File: config.mk
export PLATFORM = sky130hd
export DESIGN_NAME = first_fit_block_allocator
export DESIGN_NICKNAME = d
export VERILOG_FILES = /design/src/design/ffba_pkg.sv /design/src/design/ffba_ctrl.sv /design/src/design/ffba_dp.sv /design/src/design/first_fit_block_allocator.sv
export SDC_FILE = /design/constraint.sdc
export NUM_CORES = 2
export LEC_CHECK = 0
export ABC_AREA = 1
export BUFFER_PORTS_ARGS = -buffer_cell sky130_fd_sc_hd__buf_4
export CELL_PAD_IN_SITES_DETAIL_PLACEMENT = 1
export CELL_PAD_IN_SITES_GLOBAL_PLACEMENT = 1
export CORE_ASPECT_RATIO = 1.4
export CORE_MARGIN = 10
export CORE_UTILIZATION = 35
export CTS_CLUSTER_DIAMETER = 200
export DETAILED_ROUTE_END_ITERATION = 7
export PLACE_DENSITY = 0.65
export SLEW_MARGIN = 20
export SYNTH_ARGS = -nofsm -noshare
export SYNTH_HDL_FRONTEND = slang
export SYNTH_SLANG_ARGS = --single-unit
File: constraint.sdc
create_clock -name clk -period 22.8 [get_ports clk]
set_input_delay 1.14 -clock clk [delete_from_list [all_inputs] [get_ports clk]]
set_output_delay 1.14 -clock clk [all_outputs]
set_load 0.01 [all_outputs]
File: src/design/ffba_pkg.sv
`timescale 1ns / 1ps
`default_nettype none
package ffba_pkg;

    localparam int HEADER_BYTES    = 16;
    localparam int MAX_FREE_BLOCKS = 16;
    localparam int MAX_USED_BLOCKS = 16;
    localparam int ADDR_BITS       = 16;

    localparam int HEAP_W   = 16;
    localparam int SIZE_W   = 16;
    localparam int FIDX_W   = $clog2(MAX_FREE_BLOCKS);
    localparam int UIDX_W   = $clog2(MAX_USED_BLOCKS);
    localparam int FCNT_W   = $clog2(MAX_FREE_BLOCKS + 1);
    localparam int MAX_BLKS = (MAX_FREE_BLOCKS > MAX_USED_BLOCKS) ?
                              MAX_FREE_BLOCKS : MAX_USED_BLOCKS;
    localparam int WALK_W   = $clog2(MAX_BLKS + 1);

    localparam logic [HEAP_W-1:0] HEAP_RESET = HEAP_W'(4096);

    localparam logic OP_ALLOC = 1'b0;
    localparam logic OP_FREE  = 1'b1;

    localparam logic [1:0] ST_OK      = 2'd0;
    localparam logic [1:0] ST_NO_FIT  = 2'd1;
    localparam logic [1:0] ST_UNKNOWN = 2'd2;
    localparam logic [1:0] ST_FULL    = 2'd3;

    typedef struct packed {
        logic        op;
        logic [15:0] req_size;
        logic [15:0] free_addr;
    } req_t;

    typedef struct packed {
        logic [15:0] payload_addr;
        logic [1:0]  status;
    } rsp_t;

    typedef struct packed {
        logic load;
        logic step;
        logic finish;
    } cmd_t;

    typedef struct packed {
        logic match;
        logic exhausted;
    } stat_t;

endpackage
`default_nettype wire

File: src/design/ffba_ctrl.sv
`timescale 1ns / 1ps
`default_nettype none
module ffba_ctrl (
    input  wire           clk,
    input  wire           rst_n,
    input  wire           start,
    input  ffba_pkg::stat_t st,
    output ffba_pkg::cmd_t  cmd,
    output logic          busy
);
    import ffba_pkg::*;

    typedef enum logic [1:0] {
        S_IDLE = 2'b01,
        S_WALK = 2'b10
    } state_t;

    state_t state_reg, state_next;

    always_comb
    begin
        cmd        = '0;
        state_next = state_reg;
        case (state_reg)
            S_IDLE:
            begin
                if (start)
                begin
                    cmd.load   = 1'b1;
                    state_next = S_WALK;
                end
            end
            S_WALK:
            begin
                if (st.match || st.exhausted)
                begin
                    cmd.finish = 1'b1;
                    state_next = S_IDLE;
                end
                else
                begin
                    cmd.step = 1'b1;
                end
            end
            default:
            begin
                state_next = S_IDLE;
            end
        endcase
    end

    assign busy = (state_reg != S_IDLE);

    always_ff @(posedge clk or negedge rst_n)
    begin
        if (!rst_n)
            state_reg <= S_IDLE;
        else
            state_reg <= state_next;
    end

    a_load_walk: assert property (@(posedge clk) disable iff (!rst_n)
        (state_reg == S_IDLE && start) |=> state_reg == S_WALK)
        else $error("accepted request did not start a walk");

    a_finish_idle: assert property (@(posedge clk) disable iff (!rst_n)
        cmd.finish |=> state_reg == S_IDLE)
        else $error("controller stayed busy after finishing");

    a_one_cmd: assert property (@(posedge clk) disable iff (!rst_n)
        $onehot0({cmd.load, cmd.step, cmd.finish}))
        else $error("controller issued two commands at once");

endmodule
`default_nettype wire

File: src/design/ffba_dp.sv
`timescale 1ns / 1ps
`default_nettype none
module ffba_dp (
    input  wire                    clk,
    input  wire                    rst_n,
    input  ffba_pkg::cmd_t         cmd,
    output ffba_pkg::stat_t        st,
    input  ffba_pkg::req_t         req,
    input  wire                    cfg_we,
    input  wire [ffba_pkg::HEAP_W-1:0] cfg_data,
    output ffba_pkg::rsp_t         rsp,
    output logic                   done
);
    import ffba_pkg::*;

    logic [ADDR_BITS-1:0] fs_reg [MAX_FREE_BLOCKS];
    logic [ADDR_BITS-1:0] fs_next[MAX_FREE_BLOCKS];
    logic [SIZE_W-1:0]    fb_reg [MAX_FREE_BLOCKS];
    logic [SIZE_W-1:0]    fb_next[MAX_FREE_BLOCKS];
    logic [FCNT_W-1:0]    fe_reg, fe_next;
    logic [ADDR_BITS-1:0] us_reg [MAX_USED_BLOCKS];
    logic [SIZE_W-1:0]    ub_reg [MAX_USED_BLOCKS];
    logic [MAX_USED_BLOCKS-1:0] uv_reg, uv_next;
    logic                 uw_en;
    logic [UIDX_W-1:0]    uw_idx;
    logic [ADDR_BITS-1:0] uw_start;
    logic [SIZE_W-1:0]    uw_bytes;
    req_t                 req_reg;
    logic [WALK_W-1:0]    idx_reg, idx_next;
    rsp_t                 rsp_reg, rsp_next;
    logic                 done_reg;

    logic [FIDX_W-1:0]    fit;
    logic [UIDX_W-1:0]    hit;
    logic                 slot_found;
    logic [UIDX_W-1:0]    slot_idx;
    logic [ADDR_BITS-1:0] blk_start;
    logic [SIZE_W-1:0]    blk_bytes;
    logic                 zero_size;
    logic                 in_list;

    assign fit       = idx_reg[FIDX_W-1:0];
    assign hit       = idx_reg[UIDX_W-1:0];
    assign zero_size = (req_reg.req_size == '0);
    assign in_list   = (WALK_W'(idx_reg) < WALK_W'(fe_reg));
    assign blk_start = fs_reg[fit];
    assign blk_bytes = fb_reg[fit];

    always_comb
    begin
        if (req_reg.op == OP_ALLOC)
        begin
            st.match     = !zero_size && in_list && (blk_bytes >= req_reg.req_size);
            st.exhausted = zero_size || !in_list;
        end
        else
        begin
            st.match     = uv_reg[hit] &&
                           (ADDR_BITS'(us_reg[hit] + ADDR_BITS'(HEADER_BYTES))
                            == ADDR_BITS'(req_reg.free_addr));
            st.exhausted = (hit == UIDX_W'(MAX_USED_BLOCKS - 1));
        end
    end

    // Lowest free record of the used table.
    always_comb
    begin
        slot_found = 1'b0;
        slot_idx   = '0;
        for (int i = MAX_USED_BLOCKS - 1; i >= 0; i--)
        begin
            if (!uv_reg[i])
            begin
                slot_found = 1'b1;
                slot_idx   = UIDX_W'(i);
            end
        end
    end

    always_comb
    begin
        fs_next  = fs_reg;
        fb_next  = fb_reg;
        fe_next  = fe_reg;
        uv_next  = uv_reg;
        uw_en    = 1'b0;
        uw_idx   = slot_idx;
        uw_start = blk_start;
        uw_bytes = blk_bytes;
        rsp_next = rsp_reg;
        idx_next = idx_reg;

        if (cmd.load)
            idx_next = '0;
        else if (cmd.step)
            idx_next = idx_reg + WALK_W'(1);

        if (cfg_we)
        begin
            fs_next[0] = '0;
            fb_next[0] = (cfg_data > HEAP_W'(HEADER_BYTES)) ?
                         SIZE_W'(cfg_data - HEAP_W'(HEADER_BYTES)) : '0;
            fe_next    = FCNT_W'(1);
            uv_next    = '0;
        end
        else if (cmd.finish)
        begin
            rsp_next.payload_addr = '0;
            if (req_reg.op == OP_ALLOC)
            begin
                if (!st.match)
                    rsp_next.status = ST_NO_FIT;
                else if (!slot_found)
                    rsp_next.status = ST_FULL;
                else
                begin
                    rsp_next.status       = ST_OK;
                    rsp_next.payload_addr = 16'(blk_start + ADDR_BITS'(HEADER_BYTES));
                    uw_en                 = 1'b1;
                    uv_next[slot_idx]     = 1'b1;
                    if ({1'b0, blk_bytes} >
                        ({1'b0, req_reg.req_size} + (SIZE_W+1)'(HEADER_BYTES)))
                    begin
                        // Split: the remainder stays in the block's list place.
                        fs_next[fit] = ADDR_BITS'(blk_start + ADDR_BITS'(HEADER_BYTES)
                                       + ADDR_BITS'(req_reg.req_size));
                        fb_next[fit] = blk_bytes - req_reg.req_size
                                       - SIZE_W'(HEADER_BYTES);
                        uw_bytes     = req_reg.req_size;
                    end
                    else
                    begin
                        for (int i = 0; i < MAX_FREE_BLOCKS - 1; i++)
                        begin
                            if ((i >= int'(fit)) && (i + 1 < int'(fe_reg)))
                            begin
                                fs_next[i] = fs_reg[i+1];
                                fb_next[i] = fb_reg[i+1];
                            end
                        end
                        fe_next = fe_reg - FCNT_W'(1);
                    end
                end
            end
            else
            begin
                if (!st.match)
                    rsp_next.status = ST_UNKNOWN;
                else if (fe_reg >= FCNT_W'(MAX_FREE_BLOCKS))
                    rsp_next.status = ST_FULL;
                else
                begin
                    rsp_next.status = ST_OK;
                    for (int i = 1; i < MAX_FREE_BLOCKS; i++)
                    begin
                        fs_next[i] = fs_reg[i-1];
                        fb_next[i] = fb_reg[i-1];
                    end
                    fs_next[0]  = us_reg[hit];
                    fb_next[0]  = ub_reg[hit];
                    fe_next     = fe_reg + FCNT_W'(1);
                    uv_next[hit] = 1'b0;
                end
            end
        end
    end

    always_ff @(posedge clk or negedge rst_n)
    begin
        if (!rst_n)
        begin
            for (int i = 0; i < MAX_FREE_BLOCKS; i++)
            begin
                fs_reg[i] <= '0;
                fb_reg[i] <= '0;
            end
            fb_reg[0] <= SIZE_W'(HEAP_RESET - HEAP_W'(HEADER_BYTES));
            fe_reg    <= FCNT_W'(1);
            uv_reg    <= '0;
            idx_reg   <= '0;
            done_reg  <= 1'b0;
        end
        else
        begin
            fs_reg   <= fs_next;
            fb_reg   <= fb_next;
            fe_reg   <= fe_next;
            uv_reg   <= uv_next;
            idx_reg  <= idx_next;
            done_reg <= cmd.finish;
        end
    end

    always_ff @(posedge clk)
    begin
        if (cmd.load)
            req_reg <= req;
        rsp_reg <= rsp_next;
        if (uw_en)
        begin
            us_reg[uw_idx] <= uw_start;
            ub_reg[uw_idx] <= uw_bytes;
        end
    end

    assign rsp  = rsp_reg;
    assign done = done_reg;

    a_fe_bound: assert property (@(posedge clk) disable iff (!rst_n)
        fe_reg <= FCNT_W'(MAX_FREE_BLOCKS))
        else $error("free list count overflowed");

    a_done_src: assert property (@(posedge clk) disable iff (!rst_n)
        done_reg |-> $past(cmd.finish))
        else $error("result word without a finished walk");

endmodule
`default_nettype wire

File: src/design/first_fit_block_allocator.sv
// Channel   | Handshake             | Payload
// request   | start / busy          | req (req_t: op, req_size, free_addr)
// result    | done (one-cycle strobe)| rsp (rsp_t: payload_addr, status)
// config    | cfg_valid / cfg_ready | cfg_data (heap_size)
//
// A request word is taken when start is high and busy is low. The block then
// walks the free list (allocate) or the used table (free), one entry per cycle.
// The walk ends at the first free block that fits, or at the used record whose payload
// address matches; the result word appears in the same cycle as busy falls.
// Reset restores a 4096-byte heap as one free block; a config write rebuilds it.
// The receiver cannot stall: each result word is shown for exactly one cycle.
`timescale 1ns / 1ps
`default_nettype none
module first_fit_block_allocator (
    input  wire                        clk,
    input  wire                        rst_n,
    input  wire                        start,
    output logic                       busy,
    input  ffba_pkg::req_t             req,
    output logic                       done,
    output ffba_pkg::rsp_t             rsp,
    input  wire                        cfg_valid,
    output logic                       cfg_ready,
    input  wire [ffba_pkg::HEAP_W-1:0] cfg_data
);
    import ffba_pkg::*;

    cmd_t  cmd;
    stat_t st;
    logic  cfg_we;

    // Configuration is taken only while no walk is in progress.
    assign cfg_ready = !busy;
    assign cfg_we    = cfg_valid && cfg_ready;

    // The controller sequences load, walk steps and the final update.
    ffba_ctrl u_ctrl (
        .clk   (clk),
        .rst_n (rst_n),
        .start (start),
        .st    (st),
        .cmd   (cmd),
        .busy  (busy)
    );

    // The datapath holds the free list, used table and the result register.
    ffba_dp u_dp (
        .clk      (clk),
        .rst_n    (rst_n),
        .cmd      (cmd),
        .st       (st),
        .req      (req),
        .cfg_we   (cfg_we),
        .cfg_data (cfg_data),
        .rsp      (rsp),
        .done     (done)
    );

endmodule
`default_nettype wire

==> qor.log <==
INFO  status         result_of_the_run=finished clean
INFO  clock_network  post_cts_hold_buffer_count=0
INFO  clock_network  cts_setup_buffers=0
INFO  critical_path  worst_ep_required_time=23.42ns
INFO  clock_network  clk-insertion-delay-late=0.79ns
INFO  routing        ant_nets=0
INFO  grt            grt.overflow.total=0
INFO  routing        totalWireLength=264700um
INFO  synth          synth_nets=7301
INFO  die            ios=74
INFO  synth          count_of_state_elements_after_synthesis=1104
INFO  placed_design  detailed_place.area=62860um2
INFO  routing        drt-wirelength-per-cell=28.24um
INFO  finish         ff_latch_area=30470um2
INFO  placed_design  place_congestion=0.9391
INFO  critical_path  critical_path_arrival=10.40ns
INFO  synth          mappedNetlistArea=59990um2
INFO  finish         multiInputGateArea=25000um2
INFO  synth          synth.most_common_cell=nand2_1
INFO  clock_network  cts.reportedPaths.clkPinSlew=0.07ns
INFO  synth          synth.distinct_cells=60
INFO  routing        drtIter0Drc=5021
INFO  sta            worst_pin_slew=1.167ns
INFO  sta            relative_max_transition_margin=0.2218
INFO  die            design.die.area=188600um2
INFO  clock_network  cts-buffers-inserted=110
INFO  clock_network  ctsRootBufferMaster=clkbuf_16
INFO  critical_path  worst_path_max_delay_cell=buf_4
INFO  finish         layout-drive-gt1-share=0.07342
INFO  critical_path  end_kind=flip-flop
INFO  die            die_width=369.9um
INFO  die            coreArea=170200um2
INFO  clock_network  cts.sink_count=1104
INFO  pwr            static-leakage-power=26.82nW
INFO  clock_network  cts_resized=0
INFO  grt            maximum_number_of_pins_on_one_net_before_global_route_repair=149
INFO  sta            fin_crit_sh=0.4290
INFO  synth          yosysWarnings=0
INFO  routing        drc=0
INFO  clock_network  cts_tree=built
INFO  finish         layout.nets=7158
INFO  die            floorplan.die.height=509.8um
INFO  clock_network  cts-root-to-sink-buffers=3
INFO  synth          synth_sequential_area_ratio=0.5077
INFO  placed_design  placedCellCount=9165
INFO  synth          ys.flop_type=edfxtp_1
INFO  routing        routed_via_density=5.938
INFO  die            initial_core_utilization=0.3524
INFO  routing        drt_first_pass_iters=5
INFO  critical_path  slowest_delay=0.83ns
INFO  sta            timing.final.setup_violations=0
INFO  finish         layoutNonFillerInstCount=9373
INFO  grt            grt_pass1_wl=386100um
INFO  grt            first_global_vias=56332
INFO  sta            post-route-min-period=9.781ns
INFO  placed_design  dpl.hpwl=171700um
INFO  sta            fmax=0.1022GHz
INFO  grt            grt_antenna_before_repair=6
INFO  synth          postSynth.asyncResetShare=0.4900
INFO  clock_network  cts_htree_levels=3
INFO  sta            final-max-slew-violation-count=0
INFO  finish         area_growth_syn_to_layout=10.89%
INFO  critical_path  cell_mode_on_critical_path=buf_4
INFO  critical_path  path_buf_inv=8
INFO  sta            grt_setup_unrepaired=no
INFO  grt            groute.usage.overall=0.2725
INFO  synth          top_cell_type_by_total_area_after_synthesis=edfxtp_1
INFO  synth          syn_inst=7158
INFO  die            num_rows=179
INFO  critical_path  cp_top_family=buffers and inverters
INFO  pwr            power.density=138.9nW/um2
INFO  critical_path  timing.critical_path.fanout_max=66
INFO  synth          synthTopCellsByArea=edfxtp_1, dfrtp_1, nand2_1
INFO  critical_path  timing_worst_setup_path_type=reg2reg
INFO  finish         design_area=66520um2
INFO  critical_path  worst_setup_path_start_kind=flip-flop
INFO  synth          synth.top_cell.area_share=0.2818
INFO  run            timing.max_cap.violations=0
INFO  routing        via_count=55661
INFO  min_path       hold_path.class=in2async
INFO  sta            tns=0ns
INFO  placed_design  buffer_ports.inserted=73
INFO  synth          synth.avg_cell_area=8.380um2
INFO  sta            final-hold-violation-count=0
INFO  finish         filler_cell_count=20154
INFO  pwr            peakVddDrop=94.36uV
INFO  synth          synth.top_cells.by_count=nand2_1, inv_1, nor2_1, o21ai_0, edfxtp_1
INFO  sta            skew=0.04484ns
INFO  synth          synth-edff-count=563
-- where the power goes --
group	switching, mW	internal [mW]
Sequential	0.169	2.55
Clock	0.876	1.03
Combinational	3.56	1.05
-- per-stage QoR --
step | worst slack [ns] | power [mW] | hold WS, ns | utilization
after detailed placement | 13.30 | 7.241 | 0.4712 | 0.3693
after global placement | 13.51 | 7.160 | 0.4626 | 0.3689
after CTS | 13.32 | 9.156 | 0.4507 | 0.3908
after global routing | 12.51 | 9.673 | 0.4935 | 0.3908
final | 13.02 | 9.239 | 0.4181 | 0.3908
after floorplan | 14.74 | 5.437 | 0.4419 | -
-- cell type report --
cell class,instances,share of cell area
Antenna cell,1,0.00003762
Clock buffer,142,0.04426
Clock inverter,65,0.01063
Inverter,720,0.04110
Multi-Input combinational cell,4848,0.3757
Sequential cell,1104,0.4580
Tap cell,2262,0.04255
Timing Repair Buffer,231,0.02767
-- cells in the final DEF, fill, tap and decap left out, types with 105 or more instances in the layout --
cell type and n:
nand3_1 316, nor3_1 105, a221oi_1 163, o21ai_1 157, o22ai_1 202, o21ai_0 587
inv_1 693, dfrtp_1 528, clkbuf_16 111, buf_4 221, edfxtp_1 563, a21oi_1 545
nand2_1 1557, nor2_1 569
-- worst paths after layout --
check | from | endpoint | slack [ns] | cells after the start
setup reg to reg | u_dp.idx_reg[2] | u_dp.fb_reg[52] | 13.02 | 29
min in group clk | u_dp.fb_reg[231] | u_dp.fb_reg[231] | 0.48 | 2
max in group asynchronous | rst_n | u_dp.fb_reg[190] | 20.02 | 3
hold reg to reg | u_dp.fb_reg[231] | u_dp.fb_reg[231] | 0.48 | 2
setup / recovery | u_dp.idx_reg[2] | u_dp.fb_reg[52] | 13.02 | 29
hold / removal | rst_n | u_dp.uv_reg[13] | 0.42 | 1
-- cells by family after synthesis --
group / count (synthesis) / synth area share
buffers and inverters: 1206 / 0.07970
XOR/XNOR: 53 / 0.007738
flip-flops: 1104 / 0.5077
AND/OR/NAND/NOR: 2726 / 0.1885
adder cells (fa/ha/maj): 90 / 0.01952
AO/OA/AOI/OAI: 1979 / 0.1968
-- worst register-to-register path: cells and delay by family, from the launching register on --
kind / cells / cell delay, ns
flip-flops: 1 / 0.72
AO/OA/AOI/OAI: 6 / 0.96
AND/OR/NAND/NOR: 14 / 2.99
adder cells (fa/ha/maj): 1 / 0.22
buffers and inverters: 8 / 4.75
-- routing by layer --
layer,vias to the layer above,share of wire,wire [um],track usage
li1,24428,-,-,-
met1,28435,0.40,104700,0.3294
met2,2073,0.48,127300,0.4622
met3,723,0.055,14530,0.03285
met4,2,0.069,18150,0.1655
met5,-,0.000049,13,0
(Power assumes the default switching activity.)
